File: config.mk
export PLATFORM = sky130hd
export DESIGN_NAME = rcct_time_cell
export DESIGN_NICKNAME = d
export VERILOG_FILES = /design/src/hdl/rcct_pkg.sv /design/src/hdl/rcct_time_cell.sv
export SDC_FILE = /design/constraint.sdc
export NUM_CORES = 1
export LEC_CHECK = 0
export BUFFER_PORTS_ARGS = -buffer_cell sky130_fd_sc_hd__buf_2
export CORE_AREA = 2 2 150 188
export DETAILED_ROUTE_END_ITERATION = 12
export DIE_AREA = 0 0 152 190
export PLACE_DENSITY_LB_ADDON = 0.3
export SYNTH_ARGS = -nofsm -noshare
export SYNTH_HDL_FRONTEND = slang
export SYNTH_SLANG_ARGS = --single-unit
File: constraint.sdc
create_clock -name clk -period 8.41 [get_ports clk]
set_clock_uncertainty 0.2 [all_clocks]
set_input_delay 1.682 -clock clk [delete_from_list [all_inputs] [get_ports clk]]
set_output_delay 1.682 -clock clk [all_outputs]
set_load 0.05 [all_outputs]
File: src/hdl/rcct_pkg.sv
// Shared types and constants for the ray/cell collision time block.
// No dependencies; every other file in hdl/ imports this package.
`timescale 1ns / 1ps

package rcct_pkg;

  localparam int FRAC_BITS      = 16;
  localparam int MAX_GRID_WIDTH = 4096;

  localparam int IDX_W   = 24;                        // flat cell index
  localparam int GW_W    = 13;                        // grid width register
  localparam int COL_W   = $clog2(MAX_GRID_WIDTH);    // column / remainder
  localparam int CS_W    = 31;                        // cell size registers
  localparam int POS_W   = 32;                        // positions, velocities
  localparam int TIME_W  = 31;                        // hit time
  localparam int NUM_W   = 57;                        // time numerator magnitude
  localparam int REM_W   = 32;                        // divider remainder
  localparam int SAT_SH  = TIME_W - FRAC_BITS;        // saturation shift
  localparam int CFG_IDX_W = 2;

  localparam logic [TIME_W-1:0] TIME_MAX = {TIME_W{1'b1}};

  localparam logic [CFG_IDX_W-1:0] CFG_CELL_SIZE_X = 2'd0;
  localparam logic [CFG_IDX_W-1:0] CFG_CELL_SIZE_Y = 2'd1;
  localparam logic [CFG_IDX_W-1:0] CFG_GRID_WIDTH  = 2'd2;

  typedef struct packed {
    logic        [IDX_W-1:0] cell_index;
    logic signed [POS_W-1:0] pos_x;
    logic signed [POS_W-1:0] pos_y;
    logic signed [POS_W-1:0] vel_x;
    logic signed [POS_W-1:0] vel_y;
  } in_item_t;

  typedef struct packed {
    logic [TIME_W-1:0] hit_time;
    logic              hit;
  } out_item_t;

  typedef struct packed {
    logic signed [POS_W-1:0] pos_x;
    logic signed [POS_W-1:0] pos_y;
    logic signed [POS_W-1:0] vel_x;
    logic signed [POS_W-1:0] vel_y;
  } motion_t;

  // One stage of the index divider chain: dq shifts dividend bits out at the
  // top and quotient bits in at the bottom.
  typedef struct packed {
    logic             valid;
    logic [COL_W-1:0] rem;
    logic [IDX_W-1:0] dq;
    motion_t          mot;
  } idx_stage_t;

  // One lane of the time divider.
  typedef struct packed {
    logic              hit;
    logic              sat;
    logic [REM_W-1:0]  rem;
    logic [TIME_W-1:0] dq;
    logic [REM_W-1:0]  dvs;
  } tlane_t;

  // Horizontal edges divide by |vel_y|, vertical edges by |vel_x|.
  typedef struct packed {
    logic   valid;
    tlane_t h;
    tlane_t v;
  } tstage_t;

endpackage

File: src/hdl/rcct_time_cell.sv
// One cell of the two-lane hit time divider: one quotient bit per lane.
// Depends on rcct_pkg.
`timescale 1ns / 1ps

module rcct_time_cell import rcct_pkg::*; (
  input  logic    clk,
  input  logic    rst_n,
  input  logic    en,
  input  tstage_t stage_i,
  output tstage_t stage_o
);

  tstage_t stage_r;
  tstage_t stage_nxt;

  function automatic tlane_t div_step(input tlane_t l);
    logic [REM_W:0]   part;
    logic [REM_W+1:0] diff;
    tlane_t           r;
    part = {l.rem, l.dq[TIME_W-1]};
    diff = {1'b0, part} - {2'b0, l.dvs};
    r = l;
    r.rem = diff[REM_W+1] ? part[REM_W-1:0] : diff[REM_W-1:0];
    r.dq  = {l.dq[TIME_W-2:0], ~diff[REM_W+1]};
    return r;
  endfunction

  always_comb begin
    stage_nxt.valid = stage_i.valid;
    stage_nxt.h     = div_step(stage_i.h);
    stage_nxt.v     = div_step(stage_i.v);
  end

  always_ff @(posedge clk) begin
    if (!rst_n) begin
      stage_r.valid <= 1'b0;
    end else if (en) begin
      stage_r <= stage_nxt;
    end
  end

  assign stage_o = stage_r;

endmodule

== Yosys cells after proc, flatten, opt, wreduce, memory -nomap -nowiden ==
Index checks and enable logic that the tools add are counted.
Word-level totals
  bits in registers: 195
Operators by class
  mux-type cells: 2
  reduce and logical (&&, ||, !) cells: 1
  bitwise operators: 2
  add/sub/neg operators: 2
Operators with widths (number)
  $sub 33x32->34: 2
  $mux 32: 2
  $not 1->1: 2
  $reduce_and 2->1: 1

== Longest topological paths before layout ==
  depth after elaboration: 2
  gate-level depth with buffers: 13

== Worst setup path before layout ==
OpenSTA, ideal clock, no wires.
  kind: input-to-reg
  from: input port en
  to: register stage_r, in the netlist stage_o[0] (enable)
  arrival: 6.086 ns
  path slack: 1.547 ns
  stages: 1
  library setup time: 0.577 ns
  cells stage by stage: and2_1
Between the ends
  word-level cells in the longest chain between the ends: 1
RTL lines
  start, declared: RTL line rcct_time_cell.sv:8  | input logic en,
  $reduce_and 2->1 (no source line)
  end signal, assigned: RTL line rcct_time_cell.sv:38  | stage_r <= stage_nxt;
  end, declared: RTL line rcct_time_cell.sv:13  | tstage_t stage_r;
No other way between the ends.
A chain may end at the register's enable or synchronous reset.

==> impl_metrics.yaml <==
min_path:
  hp-start: "stage_o[194]"
  min_path_type: "register to register"
detailed_routing:
  postRouteWirelength_um: 27900
  drt_first_pass_iters: 4
  first_iter_violations: 390
  highest_layer: "met5"
  wl_met3_um: 1720
  drcViolationCount: 0
  dr_wl_met2_um: 14600
  viasPerCell: 5.04
  via_count: 7989
  wl_per_cell_um: 17.6
  drtAntennaViolNets: 0
  drt-met1-wl_um: 10800
logic_synthesis:
  synthArstFlopShare_pct: 0
  synth_cell_types: 67
  post-synth-top-area-cell: "edfxtp_1"
  synth_edf_count: 194
  yosysWarnings: 0
  syn_avg_cell_area_um2: 12.8
  synth_seq_cells: 195
  synth_fp_nets: 1095
  synth_cells: 831
  synth.area.top_cells: "edfxtp_1, mux2_4, ha_1"
  syn-cell-area_um2: 10700
  synth.top_cells.by_count: "edfxtp_1, inv_1, ha_1"
  yosysSeqAreaShare_pct: 54.8
  yosysMostFrequentCell: "edfxtp_1"
  synth-main-ff-cell: "edfxtp_1"
  synth_top_area_share_pct: 54.6
critical_path:
  worstSetupPathType: "input port to register"
  r2r-start: "stage_o[194]"
  crit_fanout: 33
  path_buf_inv: 2
  cp_top_family: "compound AO/OA/AOI/OAI gates"
  crit_start: "stage_i[103]"
  worstSetupStartpointType: "input port"
  max_stage_delay_ns: 0.86
  cp.arrival_ns: 4.76
  slowest_stage: "a211o_2"
  path_cells: "buf_2 -> inv_1 -> ha_1 -> a21oi_1 -> a211oi_1 -> o21ai_0 -> nand3_1 -> a41oi_2 -> o21ai_2 -> a211o_2 -> mux2_2"
  cp.required_ns: 8.40
  cp-end-kind: "register"
finish:
  final-instance-count-excl-fill: 1585
  drive_gt1_share_pct: 41.1
  nets: 1485
  syn2layout_area_growth_pct: 26.4
  fill_cells: 2468
  largest_register_ffs: 195
die:
  num_rows: 68
  initial_core_util_pct: 39.1
  die_x_um: 152
  die_h_um: 190
  dieArea_um2: 28900
  io_pins: 393
  placeableCoreArea_um2: 27300
place:
  placedCellCount: 1552
  dpl.hpwl_um: 21900
  gp_congestion: 0.855
  io_buffers: 392
clock_tree:
  clock-sinks: 195
  post_cts_resized: 0
  cts.clk_slew.worst_paths_ns: 0.08
  ctsRootBufferMaster: "clkbuf_16"
  cts_htree_levels: 4
  hold_buffers: 0
  cts_buffers: 17
  insertion_delay_ns: 0.44
  cts_tree: "yes"
  cts_setup_buffers: 0
  ctsLongestPathBuffers: 2
global_route:
  grt_pass1_vias: 8050
  antenna_found_initial: 4
  grt_pass1_wl_um: 42200
  grt_max_degree: 81
  grt_util_all_layers_pct: 18.6
  grt.overflow.total: 0
power_and_ir_drop:
  vdd_drop_max_uv: 130
  cellLeakagePower_nw: 6.15
  powerDensity_nw_per_um2: 212
timing:
  hold_slack_ns: 0.325
  max_freq_mhz: 210
  worst_pin_slew_ns: 1.05
  min_period_ns: 4.77
  hold_violations: 0
  finalCritPeriodShare_pct: 56.7
  slew_violations: 0
  finalSetupTns_ns: 0
  setup_viol: 0
  rsz0062_at_grt: "no"
  slew_headroom_pct: 30.1
outcome:
  status: "completed"
job:
  cap_violations: 0
==> where the power goes <==
part           internal, W  leakage [nW]  total [W]  switching [W]
sequential         0.00117          1.83    0.00119      0.0000183
combinational     0.000297          4.03   0.000853       0.000556
clock             0.000400         0.287   0.000814       0.000415
==> tightest hold or removal path, cell delays in order, from the launching register on <==
cell and delay [ns]:
dfxtp_1 0.33, mux2i_1 0.07, nor2b_1 0.09
==> through the flow <==
step,power (W),instance area [um^2],utilization [%],setup slack [ns]
after detailed placement,0.00207,12900,47.3,3.22
final,0.00286,13500,49.4,3.64
after floorplan,0.00187,10700,-,1.55
after CTS,0.00288,13500,49.4,3.65
after global placement,0.00205,12900,47.3,3.25
after global routing,0.00298,13500,49.4,3.40
==> logic make-up (layout without fill, tap and decap cells) <==
kind of cell	after synthesis	count (layout)	synth area share, %
simple gates	141	141	6.38
flops	195	195	54.8
fa+ha+maj	66	66	7.88
xor+xnor	54	54	4.43
other cells	0	2	0
compound gates	201	201	13.1
mux	64	64	8.60
buf+inv	110	512	4.85
==> final cells by class <==
| cell class | count | area, um^2 | area share (%) |
|---|---|---|---|
| Clock inverter | 14 | 160 | 1.19 |
| Clock buffer | 17 | 425 | 3.15 |
| Inverter | 86 | 323 | 2.39 |
| Multi-Input combinational cell | 526 | 4320 | 32.0 |
| Tap cell | 350 | 438 | 3.24 |
| Timing Repair Buffer | 395 | 1980 | 14.7 |
| Sequential cell | 195 | 5850 | 43.3 |
| Antenna cell | 2 | 5.00 | 0.0371 |
==> cell usage in the layout (no fill, tap or decap), types with 17 or more instances in the layout <==
cell type  instances
mux2_4            54
clkbuf_16         17
o21ai_0           34
a21oi_1           51
a21o_1            27
buf_2            392
edfxtp_1         194
xor2_1            23
inv_1             86
ha_1              64
nand2_1           48
nor2_1            28
xnor2_1           31
==> path summary, 6_finish.rpt <==
kind                            slack (ns)           end  depth (start not counted)
worst max-delay path                  3.64  stage_o[191]                         11
worst min-delay path                  0.32  stage_o[194]                          2
worst max register to register        7.62  stage_o[194]                          2
worst min register to register        0.32  stage_o[194]                          2
==> metal layers <==
layer / track usage [%] / vias to the layer above
met5: 0 / -
met4: 6.43 / 2
met3: 5.01 / 42
met2: 34.0 / 270
met1: 20.8 / 3803
li1: - / 3872
Note: power is estimated with default switching activity, not from simulation.
