**src/hdl/rcct_pkg.sv**
```systemverilog
// Shared types and constants for the ray/cell collision time block.
// No dependencies; every other file in hdl/ imports this package.
`timescale 1ns / 1ps

package rcct_pkg;

  localparam int FRAC_BITS      = 16;
  localparam int MAX_GRID_WIDTH = 4096;

  localparam int IDX_W   = 24;                        // flat cell index
  localparam int GW_W    = 13;                        // grid width register
  localparam int COL_W   = $clog2(MAX_GRID_WIDTH);    // column / remainder
  localparam int CS_W    = 31;                        // cell size registers
  localparam int POS_W   = 32;                        // positions, velocities
  localparam int TIME_W  = 31;                        // hit time
  localparam int NUM_W   = 57;                        // time numerator magnitude
  localparam int REM_W   = 32;                        // divider remainder
  localparam int SAT_SH  = TIME_W - FRAC_BITS;        // saturation shift
  localparam int CFG_IDX_W = 2;

  localparam logic [TIME_W-1:0] TIME_MAX = {TIME_W{1'b1}};

  localparam logic [CFG_IDX_W-1:0] CFG_CELL_SIZE_X = 2'd0;
  localparam logic [CFG_IDX_W-1:0] CFG_CELL_SIZE_Y = 2'd1;
  localparam logic [CFG_IDX_W-1:0] CFG_GRID_WIDTH  = 2'd2;

  typedef struct packed {
    logic        [IDX_W-1:0] cell_index;
    logic signed [POS_W-1:0] pos_x;
    logic signed [POS_W-1:0] pos_y;
    logic signed [POS_W-1:0] vel_x;
    logic signed [POS_W-1:0] vel_y;
  } in_item_t;

  typedef struct packed {
    logic [TIME_W-1:0] hit_time;
    logic              hit;
  } out_item_t;

  typedef struct packed {
    logic signed [POS_W-1:0] pos_x;
    logic signed [POS_W-1:0] pos_y;
    logic signed [POS_W-1:0] vel_x;
    logic signed [POS_W-1:0] vel_y;
  } motion_t;

  // One stage of the index divider chain: dq shifts dividend bits out at the
  // top and quotient bits in at the bottom.
  typedef struct packed {
    logic             valid;
    logic [COL_W-1:0] rem;
    logic [IDX_W-1:0] dq;
    motion_t          mot;
  } idx_stage_t;

  // One lane of the time divider.
  typedef struct packed {
    logic              hit;
    logic              sat;
    logic [REM_W-1:0]  rem;
    logic [TIME_W-1:0] dq;
    logic [REM_W-1:0]  dvs;
  } tlane_t;

  // Horizontal edges divide by |vel_y|, vertical edges by |vel_x|.
  typedef struct packed {
    logic   valid;
    tlane_t h;
    tlane_t v;
  } tstage_t;

endpackage

```
**src/hdl/rcct_idx_cell.sv**
```systemverilog
// One restoring-division cell of the cell index splitter (one quotient bit).
// Depends on rcct_pkg.
`timescale 1ns / 1ps

module rcct_idx_cell import rcct_pkg::*; (
  input  logic             clk,
  input  logic             rst_n,
  input  logic             en,
  input  logic [GW_W-1:0]  divisor,
  input  idx_stage_t       stage_i,
  output idx_stage_t       stage_o
);

  logic [GW_W-1:0] part;
  logic [GW_W:0]   diff;
  logic            take;
  idx_stage_t      stage_r;
  idx_stage_t      stage_nxt;

  always_comb begin
    part = {stage_i.rem, stage_i.dq[IDX_W-1]};
    diff = {1'b0, part} - {1'b0, divisor};
    take = ~diff[GW_W];
    stage_nxt     = stage_i;
    stage_nxt.rem = take ? diff[COL_W-1:0] : part[COL_W-1:0];
    stage_nxt.dq  = {stage_i.dq[IDX_W-2:0], take};
  end

  always_ff @(posedge clk) begin
    if (!rst_n) begin
      stage_r.valid <= 1'b0;
    end else if (en) begin
      stage_r <= stage_nxt;
    end
  end

  assign stage_o = stage_r;

endmodule

```
**config.mk**
```make
export PLATFORM = sky130hd
export DESIGN_NAME = rcct_idx_cell
export DESIGN_NICKNAME = d
export VERILOG_FILES = /design/src/hdl/rcct_pkg.sv /design/src/hdl/rcct_idx_cell.sv
export SDC_FILE = /design/constraint.sdc
export NUM_CORES = 1
export LEC_CHECK = 0
export BUFFER_PORTS_ARGS = -buffer_cell sky130_fd_sc_hd__buf_4
export CAP_MARGIN = 10
export CELL_PAD_IN_SITES_DETAIL_PLACEMENT = 1
export CELL_PAD_IN_SITES_GLOBAL_PLACEMENT = 1
export CORE_ASPECT_RATIO = 2
export CORE_MARGIN = 2
export CORE_UTILIZATION = 34
export CTS_CLUSTER_DIAMETER = 60
export DETAILED_ROUTE_END_ITERATION = 8
export GPL_TIMING_DRIVEN = 0
export HOLD_SLACK_MARGIN = 0.15
export PLACE_DENSITY_LB_ADDON = 0.1
export SLEW_MARGIN = 20
export SYNTH_ARGS = -nofsm -noshare
export SYNTH_HDL_FRONTEND = slang
export SYNTH_SLANG_ARGS = --single-unit
```
**constraint.sdc**
```tcl
create_clock -name clk -period 6 [get_ports clk]
set_input_delay 0.3 -clock clk [delete_from_list [all_inputs] [get_ports clk]]
set_output_delay 0.3 -clock clk [all_outputs]
set_load 0.05 [all_outputs]
```
=== Word-level counts from Yosys, hierarchy flattened ===
Index checks and enable logic that the tools add are counted.

* Flip-flop bits (word level): 165
* Input port bits: 181
* Output and inout port bits: 165

* Add/sub/neg operators: 1
* Mux-type cells: 1
* Bitwise operators: 1
* Reduce and logical (&&, ||, !) cells: 1

{| class="wikitable"
|+ Operators with widths
! cell !! number
|-
| 13-bit by 13-bit subtractor with 14-bit output || 1
|-
| 12-bit 2-to-1 mux || 1
|-
| 2-bit AND reduction || 1
|-
| 1-bit inverter || 1
|}

=== Logic depth before layout (Yosys ltp) ===
* Depth in word-level cells: 2
* Depth in mapped cells: 9

=== Worst setup path after synthesis ===
Ideal clock, no wire load.

* Path kind: input to register
* Start: in en
* End: reg stage_r, in the netlist stage_o[0], enable pin
* Setup time: 0.543 ns
* Data arrival time: 4.035 ns
* Slack: 1.422 ns
* Cell stages on the path: 1
* Path buffers: 0
* Cells stage by stage: and2_1

* Cells in the longest elaborated chain, start to end: 1

{| class="wikitable"
|+ RTL lines
! what !! line !! RTL
|-
| start, declared || rcct_idx_cell.sv:8 || <nowiki>input logic en,</nowiki>
|-
| 2-bit AND reduction (no source line) || -- ||
|-
| end signal, assigned || rcct_idx_cell.sv:33 || <nowiki>stage_r <= stage_nxt;</nowiki>
|-
| end, declared || rcct_idx_cell.sv:17 || <nowiki>idx_stage_t stage_r;</nowiki>
|}

No other way between the ends.
A chain may end at the register's enable or synchronous reset.

==> results.tsv <==
stage	metric	value	unit
status	status	finished, final reports clean	
setup_path	crit_required	6.16	ns
floorplanning	pin_count	346	
sta	hold_viol	0	
cells_and_area	drive_gt1_frac	0.497	
sta	tightest_slew	0.725	ns
global_route	grt_antenna_before_repair	3	
drt	ant_nets	0	
clocking	root_buffer	clkbuf_16	
global_route	grt_pass1_wl	31.7	mm
drt	wl_per_cell	22.7	um
yosys	yosysTopAreaCellShare	0.858	
floorplanning	initial_core_util	0.344	
cells_and_area	largest_reg_flops	165	
yosys	synth_common_cells	164 x edfxtp_1, 15 x inv_1, 13 x ha_1	
cells_and_area	stdcell_count	1003	
clocking	post_cts_buffers	0	
setup_path	path_max_fanout	3	
yosys	synth_most_common_cell	edfxtp_1	
global_route	gr-total-overflow	0	
drt	drt_iter0_drc	143	
clocking	htreeDepth	4	
floorplanning	die_w	95.9	um
sta	timing.final.crit_period	2.12	ns
floorplanning	dieArea	18000	sq um
global_route	grt_usage	0.250	
yosys	async_flop_share	0	
power_and_ir_drop	cellPowerDensity	293	nW/um^2
placement	gp_congestion	0.834	
job	maxCapViolations	0	
setup_path	crit_arrival	2.28	ns
yosys	synth_area_leaders	edfxtp_1 86%, ha_1 2.8%, mux2_4 1.8%, xnor2_1 1.1%, inv_1 0.98%	
clocking	cts.sinks	165	
placement	dp.cells	815	
yosys	synth_fp_nets	456	
setup_path	cp-start-kind	primary input	
cells_and_area	fin_util	0.644	
setup_path	path_class	primary input to flip-flop	
yosys	syn_avg_cell_area	22.0	sq um
setup_path	reg2reg_depth	3	
hold_path	hold_depth	2	
yosys	synth_edf_count	164	
placement	io_buffers	345	
yosys	netlist_area	5740	sq um
clocking	clk-insertion-delay-late	0.41	ns
yosys	synthCells	261	
sta	final_max_slew_viol_count	0	
floorplanning	placementRows	67	
global_route	first_global_vias	5226	
drt	dr_total_vias	4543	
sta	setup_violations	0	
drt	drtPass1Iterations	4	
cells_and_area	finalInstanceArea	10700	sq um
floorplanning	coreArea	16700	sq um
yosys	synthFlopType	edfxtp_1	
yosys	yosysSeqAreaShare	0.862	
clocking	clk_pin_slew	0.07	ns
yosys	yosys_warnings	0	
global_route	grt_max_degree	60	
drt	drcViolationCount	0	
sta	fin_ws	3.88	ns
drt	via_per_inst	4.53	
yosys	yosys.area.top_type	edfxtp_1	
yosys	synth.distinct_cells	35	
power_and_ir_drop	p_leak	4.54	nW
sta	tns	0	ns
sta	grt_setup_unrepaired	no	
hold_path	hp-class	primary input to flip-flop	
sta	fin_crit_sh	0.354	
clocking	cts_tree	done	
clocking	cts.path.max_buffers	2	
placement	placedInstanceArea	8640	sq um
yosys	ys_seq_elements	165	
floorplanning	die_y	188	um
sta	timing.fmax	0.471	GHz
cells_and_area	nets	975	
sta	finalClockSkew	0	ns
setup_path	end_kind	flip-flop	
clocking	cts_buffers	17	
cells_and_area	syn2layout_area_growth	87.1	%
drt	wirelength	22.8	mm
sta	relSlewSlack	0.517	
placement	hpwl	14.4	mm
placement	preCtsSetupSlack	3.41	ns
power_and_ir_drop	vdd_drop_max	0.208	mV
cell families after synthesis:
kind of cell	Yosys count	share of synthesized area
muxes	13	0.0294
and+or+nand+nor	19	0.0196
xor gates and xnor gates	9	0.0137
DFF	165	0.862
buffers and inverters	16	0.0118
adders and majority gates	14	0.0318
AOI/OAI and AO/OA	25	0.0318
metal layers:
layer,track usage,up-vias,part of all wire
li1,-,2053,-
met1,0.237,2238,0.31
met2,0.484,214,0.59
met3,0.0603,38,0.062
met4,0.106,0,0.033
met5,0,-,0
worst max-delay path, cell delays in order:
cell	delay, ns
buf_4	0.08
inv_1	0.04
ha_1	0.20
fa_1	0.42
nor2b_1	0.22
o211ai_1	0.11
a21bo_2	0.25
a21oi_1	0.22
o311ai_0	0.16
mux2_4	0.28
where the power goes:
part / internal (mW) / switching, mW / leakage, nW
Sequential: 1.36 / 0.0303 / 1.55
Clock: 0.584 / 0.454 / 0.256
Combinational: 0.288 / 0.429 / 2.73
Total: 2.23 / 0.914 / 4.54
through the flow:
step	power (mW)	hold WS (ns)
3_5_place_dp	2.03	0.479
3_3_place_gp	2.02	0.478
6_report	3.15	0.193
2_1_floorplan	1.79	0.399
4_1_cts	3.14	0.168
5_1_grt	3.24	0.178
cells in the final DEF (no fill, tap or decap), types with 3 or more instances in the layout:
cell           instances
diode_2                3
inv_1                 15
clkbuf_1               3
a21oi_1                8
mux2_2                 3
clkinvlp_4             5
nor2_1                 4
clkbuf_16             17
edfxtp_1             164
ha_1                  13
nand2b_1               4
mux2_4                 7
buf_4                345
o21a_1                 3
mux2i_1                3
nor2b_1                3
xnor2_1                7
dlygate4sd3_1        153
area by class of cell:
class,instances,area [sq um]
repair buffers,500,4180
inverters,15,56.3
clock buffers,21,450
plain buffers,1,11.3
flip-flops and latches,165,4940
well taps,207,259
clock inverters,11,104
fillers,1549,5940
diodes,3,7.51
multi-input cells,80,728
final timing paths:
kind	slack, ns	start	end
setup / recovery	3.88	stage_i[151]	stage_o[162]$_DFFE_PP_
hold / removal	0.19	stage_i[160]	stage_o[161]$_DFFE_PP_
setup reg to reg	4.83	stage_o[164]$_SDFFE_PN0P_	stage_o[164]$_SDFFE_PN0P_
hold reg to reg	1.11	stage_o[164]$_SDFFE_PN0P_	stage_o[164]$_SDFFE_PN0P_
what timing repair did:
action | 4_1_cts | 5_1_grt
hold buffers | 153 | 0
endpoints found under the hold margin | 152 | 0
setup endpoints to repair | 0 | 0
gates resized for setup | 0 | 0
(Power assumes the default switching activity.)
